--- config.mk ---
export PLATFORM = sky130hd
export DESIGN_NAME = accel_frame_tilt_angles_core
export DESIGN_NICKNAME = d
export VERILOG_FILES = /design/src/design/atilt_pkg.sv /design/src/design/atilt_ctrl.sv /design/src/design/atilt_dp.sv /design/src/design/accel_frame_tilt_angles_core.sv
export SDC_FILE = /design/constraint.sdc
export NUM_CORES = 2
export LEC_CHECK = 0
export CAP_MARGIN = 30
export CELL_PAD_IN_SITES_DETAIL_PLACEMENT = 1
export CELL_PAD_IN_SITES_GLOBAL_PLACEMENT = 1
export CORE_ASPECT_RATIO = 0.9
export CORE_MARGIN = 1
export CORE_UTILIZATION = 40
export DETAILED_ROUTE_END_ITERATION = 6
export DONT_BUFFER_PORTS = 1
export PLACE_DENSITY = 0.68
export SYNTH_ARGS = -nofsm -noshare
export SYNTH_HDL_FRONTEND = slang
export SYNTH_SLANG_ARGS = --single-unit
--- constraint.sdc ---
create_clock -name i_clk -period 28.4 [get_ports i_clk]
set_input_delay 5.68 -clock i_clk [delete_from_list [all_inputs] [get_ports i_clk]]
set_output_delay 5.68 -clock i_clk [all_outputs]
set_load 0.01 [all_outputs]
--- src/design/atilt_pkg.sv ---
// Package with constants, controller states, command/status types and the arctangent table.
package atilt_pkg;

    localparam int FRAME_BYTES  = 6;
    localparam int STORE_DEPTH  = FRAME_BYTES - 1;
    localparam int CORDIC_STEPS = 16;
    localparam int SQRT_STEPS   = 24;
    localparam int C_W          = 28;
    localparam int ACC_W        = 34;
    localparam int Q_W          = ACC_W - 17;

    localparam logic [2:0] LAST_DATA_IDX = 3'(STORE_DEPTH);
    localparam logic [4:0] CORDIC_LAST   = 5'(CORDIC_STEPS - 1);
    localparam logic [4:0] SQRT_LAST     = 5'(SQRT_STEPS - 1);

    localparam logic signed [ACC_W-1:0] HALF_PI_Q30 = 34'sd1686629713;
    localparam logic signed [Q_W-1:0]   PI_Q13      = 17'sd25736;
    localparam logic signed [Q_W-1:0]   HALF_PI_Q13 = 17'sd12868;
    localparam logic [7:0]              SYNC_RESET  = 8'hFF;

    typedef enum logic [3:0] {
        S_IDLE,
        S_MULX,
        S_MULZ,
        S_SQINIT,
        S_SQRT,
        S_RINIT,
        S_RRUN,
        S_PINIT,
        S_PRUN,
        S_PSAVE
    } t_state;

    typedef struct packed {
        logic       store_we;
        logic [2:0] store_idx;
        logic       zhi_we;
        logic       mul_x;
        logic       mul_z;
        logic       sqrt_init;
        logic       sqrt_step;
        logic       cordic_init;
        logic       cordic_pitch;
        logic       cordic_step;
        logic       roll_save;
        logic       pitch_save;
    } t_cmd;

    typedef struct packed {
        logic sqrt_last;
        logic cordic_last;
    } t_status;

    function automatic logic signed [ACC_W-1:0] f_atan(input logic [4:0] idx);
        logic [31:0] v;
        case (idx)
            5'd0:    v = 32'h3243F6A8;
            5'd1:    v = 32'h1DAC6705;
            5'd2:    v = 32'h0FADBAFC;
            5'd3:    v = 32'h07F56EA6;
            5'd4:    v = 32'h03FEAB76;
            5'd5:    v = 32'h01FFD55B;
            5'd6:    v = 32'h00FFFAAA;
            5'd7:    v = 32'h007FFF55;
            5'd8:    v = 32'h003FFFEA;
            5'd9:    v = 32'h001FFFFD;
            5'd10:   v = 32'h000FFFFF;
            5'd11:   v = 32'h0007FFFF;
            5'd12:   v = 32'h0003FFFF;
            5'd13:   v = 32'h0001FFFF;
            5'd14:   v = 32'h0000FFFF;
            5'd15:   v = 32'h00007FFF;
            5'd16:   v = 32'h00003FFF;
            5'd17:   v = 32'h00001FFF;
            5'd18:   v = 32'h00000FFF;
            5'd19:   v = 32'h000007FF;
            5'd20:   v = 32'h000003FF;
            5'd21:   v = 32'h000001FF;
            5'd22:   v = 32'h000000FF;
            5'd23:   v = 32'h0000007F;
            default: v = 32'h0;
        endcase
        return $signed({2'b00, v});
    endfunction

endpackage

--- src/design/atilt_ctrl.sv ---
// Controller: frame parser, sync register, sequencing state machine and output valid.
module atilt_ctrl import atilt_pkg::*; (
    input  logic       i_clk,
    input  logic       i_rst_n,
    input  logic       i_valid,
    input  logic [7:0] i_rx_byte,
    output logic       o_stall,
    output logic       o_valid,
    input  logic       i_stall,
    input  logic       i_cfg_valid,
    output logic       o_cfg_ready,
    input  logic [7:0] i_sync_value,
    output t_cmd       o_cmd,
    input  t_status    i_status
);

    t_state     r_state, n_state;
    logic       r_in_frame, n_in_frame;
    logic [2:0] r_count, n_count;
    logic [7:0] r_sync;
    logic       r_out_valid, n_out_valid;
    logic       accept;

    assign o_cfg_ready = 1'b1;
    assign o_valid     = r_out_valid;
    assign o_stall     = (r_state != S_IDLE) ||
                         (r_out_valid && r_in_frame && r_count == LAST_DATA_IDX);
    assign accept      = i_valid && !o_stall;

    always_ff @(posedge i_clk) begin
        if (!i_rst_n) begin
            r_state     <= S_IDLE;
            r_in_frame  <= 1'b0;
            r_count     <= '0;
            r_sync      <= SYNC_RESET;
            r_out_valid <= 1'b0;
        end else begin
            r_state     <= n_state;
            r_in_frame  <= n_in_frame;
            r_count     <= n_count;
            r_out_valid <= n_out_valid;
            if (i_cfg_valid) begin
                r_sync <= i_sync_value;
            end
        end
    end

    always_comb begin
        n_state     = r_state;
        n_in_frame  = r_in_frame;
        n_count     = r_count;
        n_out_valid = r_out_valid && i_stall;
        o_cmd       = '0;
        o_cmd.store_idx = r_count;
        case (r_state)
            S_IDLE: begin
                if (accept) begin
                    if (!r_in_frame) begin
                        if (i_rx_byte == r_sync) begin
                            n_in_frame = 1'b1;
                            n_count    = '0;
                        end
                    end else if (r_count < LAST_DATA_IDX) begin
                        o_cmd.store_we = 1'b1;
                        n_count        = r_count + 3'd1;
                    end else begin
                        o_cmd.zhi_we = 1'b1;
                        n_in_frame   = 1'b0;
                        n_count      = '0;
                        n_state      = S_MULX;
                    end
                end
            end
            S_MULX: begin
                o_cmd.mul_x = 1'b1;
                n_state     = S_MULZ;
            end
            S_MULZ: begin
                o_cmd.mul_z = 1'b1;
                n_state     = S_SQINIT;
            end
            S_SQINIT: begin
                o_cmd.sqrt_init = 1'b1;
                n_state         = S_SQRT;
            end
            S_SQRT: begin
                o_cmd.sqrt_step = 1'b1;
                if (i_status.sqrt_last) begin
                    n_state = S_RINIT;
                end
            end
            S_RINIT: begin
                o_cmd.cordic_init = 1'b1;
                n_state           = S_RRUN;
            end
            S_RRUN: begin
                o_cmd.cordic_step = 1'b1;
                if (i_status.cordic_last) begin
                    n_state = S_PINIT;
                end
            end
            S_PINIT: begin
                o_cmd.roll_save    = 1'b1;
                o_cmd.cordic_init  = 1'b1;
                o_cmd.cordic_pitch = 1'b1;
                n_state            = S_PRUN;
            end
            S_PRUN: begin
                o_cmd.cordic_step = 1'b1;
                if (i_status.cordic_last) begin
                    n_state = S_PSAVE;
                end
            end
            S_PSAVE: begin
                o_cmd.pitch_save = 1'b1;
                n_out_valid      = 1'b1;
                n_state          = S_IDLE;
            end
            default: begin
                n_state = S_IDLE;
            end
        endcase
    end

endmodule

--- src/design/atilt_dp.sv ---
// Datapath: frame bytes, squaring, bit-serial square root, shared CORDIC and result registers.
module atilt_dp import atilt_pkg::*; (
    input  logic                i_clk,
    input  logic                i_rst_n,
    input  logic [7:0]          i_rx_byte,
    input  t_cmd                i_cmd,
    output t_status             o_status,
    output logic signed [15:0]  o_roll_angle,
    output logic signed [14:0]  o_pitch_angle,
    output logic signed [15:0]  o_accel_x,
    output logic signed [15:0]  o_accel_y,
    output logic signed [15:0]  o_accel_z
);

    logic [7:0]               r_store [STORE_DEPTH];
    logic [7:0]               r_zhi;
    logic [32:0]              r_sq;
    logic [47:0]              r_rad;
    logic [27:0]              r_rem;
    logic [23:0]              r_root;
    logic [4:0]               r_sq_cnt;
    logic signed [C_W-1:0]    r_cx, r_cy;
    logic signed [ACC_W-1:0]  r_acc;
    logic [4:0]               r_step;
    logic                     r_zero, r_negpi;
    logic signed [Q_W-1:0]    r_lim;
    logic signed [15:0]       r_roll, r_ax, r_ay, r_az;
    logic signed [14:0]       r_pitch;

    logic signed [15:0]       ax, ay, az;
    logic signed [31:0]       prod;
    logic signed [15:0]       mul_in;
    logic [27:0]              rem_sh, trial;
    logic signed [C_W-1:0]    y0, x0, xs, ys;
    logic signed [Q_W-1:0]    q, qc, res;

    assign ax = $signed({r_store[1], r_store[0]});
    assign ay = $signed({r_store[3], r_store[2]});
    assign az = $signed({r_zhi, r_store[4]});

    assign mul_in = i_cmd.mul_x ? ax : az;
    assign prod   = mul_in * mul_in;

    assign rem_sh = {r_rem[25:0], r_rad[47:46]};
    assign trial  = {2'b00, r_root, 2'b01};

    assign y0 = i_cmd.cordic_pitch ? -$signed({{4{ay[15]}}, ay, 8'h00})
                                   : $signed({{4{ax[15]}}, ax, 8'h00});
    assign x0 = i_cmd.cordic_pitch ? $signed({4'h0, r_root})
                                   : $signed({{4{az[15]}}, az, 8'h00});
    assign xs = r_cx >>> r_step;
    assign ys = r_cy >>> r_step;

    assign q   = Q_W'((r_acc + ACC_W'(65536)) >>> 17);
    assign qc  = (q > r_lim) ? r_lim : ((q < -r_lim) ? -r_lim : q);
    assign res = r_zero ? '0 : (r_negpi ? r_lim : qc);

    assign o_status.sqrt_last   = (r_sq_cnt == SQRT_LAST);
    assign o_status.cordic_last = (r_step == CORDIC_LAST);

    assign o_roll_angle  = r_roll;
    assign o_pitch_angle = r_pitch;
    assign o_accel_x     = r_ax;
    assign o_accel_y     = r_ay;
    assign o_accel_z     = r_az;

    always_ff @(posedge i_clk) begin
        if (i_cmd.store_we) begin
            r_store[i_cmd.store_idx] <= i_rx_byte;
        end
        if (i_cmd.zhi_we) begin
            r_zhi <= i_rx_byte;
        end
        if (i_cmd.mul_x) begin
            r_sq <= {1'b0, prod};
        end
        if (i_cmd.mul_z) begin
            r_sq <= r_sq + {1'b0, prod};
        end
        if (i_cmd.sqrt_init) begin
            r_rad <= {r_sq[31:0], 16'h0000};
            r_rem <= '0;
            r_root <= '0;
        end
        if (i_cmd.sqrt_step) begin
            r_rad <= {r_rad[45:0], 2'b00};
            if (rem_sh >= trial) begin
                r_rem  <= rem_sh - trial;
                r_root <= {r_root[22:0], 1'b1};
            end else begin
                r_rem  <= rem_sh;
                r_root <= {r_root[22:0], 1'b0};
            end
        end
        if (i_cmd.cordic_init) begin
            r_zero  <= (y0 == 0) && (x0 == 0);
            r_negpi <= (y0 == 0) && (x0 < 0);
            r_lim   <= i_cmd.cordic_pitch ? HALF_PI_Q13 : PI_Q13;
            if (x0 < 0) begin
                if (y0 >= 0) begin
                    r_cx  <= y0;
                    r_cy  <= -x0;
                    r_acc <= HALF_PI_Q30;
                end else begin
                    r_cx  <= -y0;
                    r_cy  <= x0;
                    r_acc <= -HALF_PI_Q30;
                end
            end else begin
                r_cx  <= x0;
                r_cy  <= y0;
                r_acc <= '0;
            end
        end
        if (i_cmd.cordic_step) begin
            if (r_cy > 0) begin
                r_cx  <= r_cx + ys;
                r_cy  <= r_cy - xs;
                r_acc <= r_acc + f_atan(r_step);
            end else begin
                r_cx  <= r_cx - ys;
                r_cy  <= r_cy + xs;
                r_acc <= r_acc - f_atan(r_step);
            end
        end
        if (i_cmd.roll_save) begin
            r_roll <= res[15:0];
        end
        if (i_cmd.pitch_save) begin
            r_pitch <= res[14:0];
            r_ax    <= ax;
            r_ay    <= ay;
            r_az    <= az;
        end
    end

    always_ff @(posedge i_clk) begin
        if (!i_rst_n) begin
            r_sq_cnt <= '0;
            r_step   <= '0;
        end else begin
            if (i_cmd.sqrt_init) begin
                r_sq_cnt <= '0;
            end else if (i_cmd.sqrt_step) begin
                r_sq_cnt <= r_sq_cnt + 5'd1;
            end
            if (i_cmd.cordic_init) begin
                r_step <= '0;
            end else if (i_cmd.cordic_step) begin
                r_step <= r_step + 5'd1;
            end
        end
    end

endmodule

--- src/design/accel_frame_tilt_angles_core.sv ---
// Top level: byte-stream accelerometer frame parser with roll and pitch angles.
// Data bytes are taken one per cycle while o_stall is low; the sixth data byte starts a
// computation of squaring, square root (one result bit per cycle), a roll CORDIC pass,
// a pitch CORDIC pass and a save step that registers pitch, the raw axes and output valid.
// Input is stalled during the computation, so no new frame byte is taken until it ends.
// Synchronous active-low reset clears the parser, the state machine and output valid.
module accel_frame_tilt_angles_core import atilt_pkg::*; (
    input  logic               i_clk,
    input  logic               i_rst_n,
    input  logic               i_valid,
    output logic               o_stall,
    input  logic [7:0]         i_rx_byte,
    output logic               o_valid,
    input  logic               i_stall,
    output logic signed [15:0] o_roll_angle,
    output logic signed [14:0] o_pitch_angle,
    output logic signed [15:0] o_accel_x,
    output logic signed [15:0] o_accel_y,
    output logic signed [15:0] o_accel_z,
    input  logic               i_cfg_valid,
    output logic               o_cfg_ready,
    input  logic [7:0]         i_sync_value
);

    t_cmd    cmd;
    t_status status;

    atilt_ctrl u_ctrl (
        .i_clk        (i_clk),
        .i_rst_n      (i_rst_n),
        .i_valid      (i_valid),
        .i_rx_byte    (i_rx_byte),
        .o_stall      (o_stall),
        .o_valid      (o_valid),
        .i_stall      (i_stall),
        .i_cfg_valid  (i_cfg_valid),
        .o_cfg_ready  (o_cfg_ready),
        .i_sync_value (i_sync_value),
        .o_cmd        (cmd),
        .i_status     (status)
    );

    atilt_dp u_dp (
        .i_clk         (i_clk),
        .i_rst_n       (i_rst_n),
        .i_rx_byte     (i_rx_byte),
        .i_cmd         (cmd),
        .o_status      (status),
        .o_roll_angle  (o_roll_angle),
        .o_pitch_angle (o_pitch_angle),
        .o_accel_x     (o_accel_x),
        .o_accel_y     (o_accel_y),
        .o_accel_z     (o_accel_z)
    );

endmodule
==> out/qor.yml <==
synth:
  avgSynthCellArea_um2: 9.31
  yosys_warnings: 0
  netlist_area_um2: 38600
  async_reset_ff_share_pct: 0
  synth_cells: 4150
  synth_enable_flop_cells: 335
  ys_seq_area_share_pct: 29.0
  ys_ff_latch: 392
  synthFlopType: "edfxtp_1"
  syn_nets: 4687
  ys_types: 90
timing:
  relSlewSlack_pct: 29.5
  min_period_ns: 11.34
  fin_skew_ns: 0.0557
  tightest_slew_ns: 1.05
  setup-tns-final_ns: 0
  rsz0062_at_grt: "false"
  min_period_over_period_pct: 39.9
  hold_viol_final: 0
  timing.fmax_mhz: 88.2
  drv_slew: 0
  setup_viol: 0
clock_network:
  cts_buffer_depth: 3
  clkTransAtPathRegs_ns: 0.07
  cts_resized: 0
  htreeDepth: 2
  cts_tree: "built"
  cts_sinks: 392
  cts-root-buf: "clkbuf_16"
  postCtsHoldBufs: 0
  clock_latency_ns: 0.67
  cts_setup_buffers: 0
  numCtsBuffers: 49
route:
  final_antenna_net_count: 0
  drc: 0
  routed_wl_mm: 125
  wire_per_inst_um: 23.2
  drtIter0Drc: 2435
  via_count: 31600
  viasPerCell: 5.88
  drt_first_pass_iters: 5
floorplanning:
  die_area_um2: 97800
  core_um2: 95200
  initial_utilization_pct: 40.6
  die_y_um: 297
  num_rows: 107
  ios: 103
  die_width_um: 330
setup_path:
  crit_fanout: 18
  critPathRequiredTime_ns: 28.82
  start_kind: "flip-flop"
  critPathKind: "flip-flop to flip-flop"
  slowest_delay_ns: 0.79
  cp_slowest_cell: "dfxtp_1"
  crit_path_end_kind: "flip-flop"
  crit_arrival_ns: 11.76
global_route:
  grt_pass1_wl_mm: 194
  grt-ovfl-total: 0
  grt_pass1_vias: 32200
  track_usage_pct: 25.5
  grt_max_degree: 68
  antenna_found_initial: 5
final_layout:
  final_area_um2: 41800
  nNetsFinal: 4625
  diodes: 0
  syn2layout_area_growth_pct: 8.14
  nFillCells: 10800
  drive_gt1_share_pct: 7.05
job:
  drv_cap: 0
placement:
  place_area_um2: 40000
  dp_hpwl_mm: 96.9
  portBuffers: 0
  gp_congestion: 0.925
worst_hold_path:
  hp-class: "flip-flop to flip-flop"
run_status:
  status: "completed"
## registers in the layout (all words and copies together), names as in the netlist, 4 cells and up, named ones only
| name | cells |
|---|---|
| u_dp.r_cx | 28 |
| u_dp.r_sq_cnt | 5 |
| u_dp.r_cy | 28 |
| u_dp.o_pitch_angle | 15 |
| u_dp.r_acc | 34 |
| u_dp.r_step | 5 |
| u_dp.o_accel_x | 16 |
| u_dp.r_store | 40 |
| u_dp.r_sq | 32 |
| u_dp.o_accel_y | 16 |
| u_dp.o_accel_z | 16 |
| u_dp.r_rad | 32 |
| u_dp.o_roll_angle | 16 |
| u_dp.r_zhi | 8 |
| u_dp.r_root | 24 |
| u_ctrl.r_sync | 8 |
| u_ctrl.r_state | 4 |
| u_dp.r_rem | 26 |
## stage by stage
stage               utilization (%)  cells  hold WS, ns  setup slack [ns]
floorplan                         -   4150        0.435             19.24
global placement               41.9   5283        0.471             17.63
detailed placement             42.0   5289        0.476             17.27
CTS                            43.9   5380        0.484             17.19
global route                   43.9   5381        0.520             16.35
finish                         43.9   5381        0.484             17.06
## worst max-delay path, delay by kind of cell, from the launching register on
kind	cells	cell delay, ns
buffers and inverters	7	1.10
XOR/XNOR	2	0.26
adder cells (fa/ha/maj)	8	3.73
AND/OR/NAND/NOR	9	1.40
flip-flops	1	0.79
AO/OA/AOI/OAI	9	2.78
multiplexers	2	1.01
## synthesized netlist by cell type (28+ instances only)
library cell	instances	area, um^2
inv_1	441	1660
nand2_1	403	1510
nor2_1	353	1330
edfxtp_1	335	10100
ha_1	276	3450
a21oi_1	271	1360
o21ai_0	261	1310
fa_1	240	4800
xnor2_1	161	1410
xor2_1	116	1020
clkbuf_1	113	424
mux2i_1	104	1040
a21o_1	76	571
nor3_1	65	325
nand3_1	60	300
dfxtp_1	57	1140
mux4_2	57	1280
a211oi_1	51	383
nand2b_1	49	307
mux2_2	45	507
nor2b_1	37	231
a31oi_1	35	219
o21a_1	35	263
and3_1	33	206
nand4_1	30	188
o211ai_1	30	225
o31ai_1	28	210
## logic make-up (layout without fill, tap and decap cells)
kind of cell / count (synthesis) / after routing / share of synthesized area, %
AO/OA/AOI/OAI: 973 / 973 / 15.9
AND/OR/NAND/NOR: 1175 / 1175 / 14.0
other: 1 / 1 / 0.00971
XOR/XNOR: 277 / 277 / 6.28
buffers and inverters: 609 / 587 / 6.06
multiplexers: 207 / 207 / 7.40
adder cells (fa/ha/maj): 516 / 516 / 21.4
flip-flops: 392 / 392 / 29.0
## path summary, 6_finish.rpt
check,start,endpoint,slack (ns),cells past startpoint
max,u_ctrl.r_state[0],u_dp.r_sq[28],17.06,37
min,u_dp.r_rad[36],u_dp.r_rad[38],0.48,2
max reg2reg,u_ctrl.r_state[0],u_dp.r_sq[28],17.06,37
min reg2reg,u_dp.r_rad[36],u_dp.r_rad[38],0.48,2
## layout make-up
class	count	area [um^2]	share of cell area, %
inverters	450	1690	4.04
clock buffers	60	1310	3.13
repair buffers	46	414	0.992
clock inverters	31	413	0.989
flip-flops and latches	392	11200	26.8
well taps	1253	1570	3.75
multi-input cells	3149	25200	60.2
## per-layer routing
metal	global-route usage (%)	vias up	part of all wire, %
li1	-	14500	-
met1	37.0	16000	47
met2	38.8	878	44
met3	3.54	195	5.7
met4	8.86	2	3.4
met5	0	-	0.010
## cell usage in the layout (no fill, tap or decap), types with 32 or more instances in the layout
master	n
a211oi_1	51
a21o_1	75
a21oi_1	269
a31oi_1	35
and3_1	32
buf_4	41
clkbuf_16	50
dfxtp_1	54
edfxtp_1	335
fa_1	240
ha_1	276
inv_1	441
mux2_2	45
mux2i_1	103
mux4_2	57
nand2_1	403
nand2b_1	49
nand3_1	60
nor2_1	353
nor2b_1	36
nor3_1	62
o21a_1	35
o21ai_0	261
xnor2_1	161
xor2_1	116
Power is not shown: default switching activity piles up to over one toggle a cycle in this logic, so the estimate is an artifact.
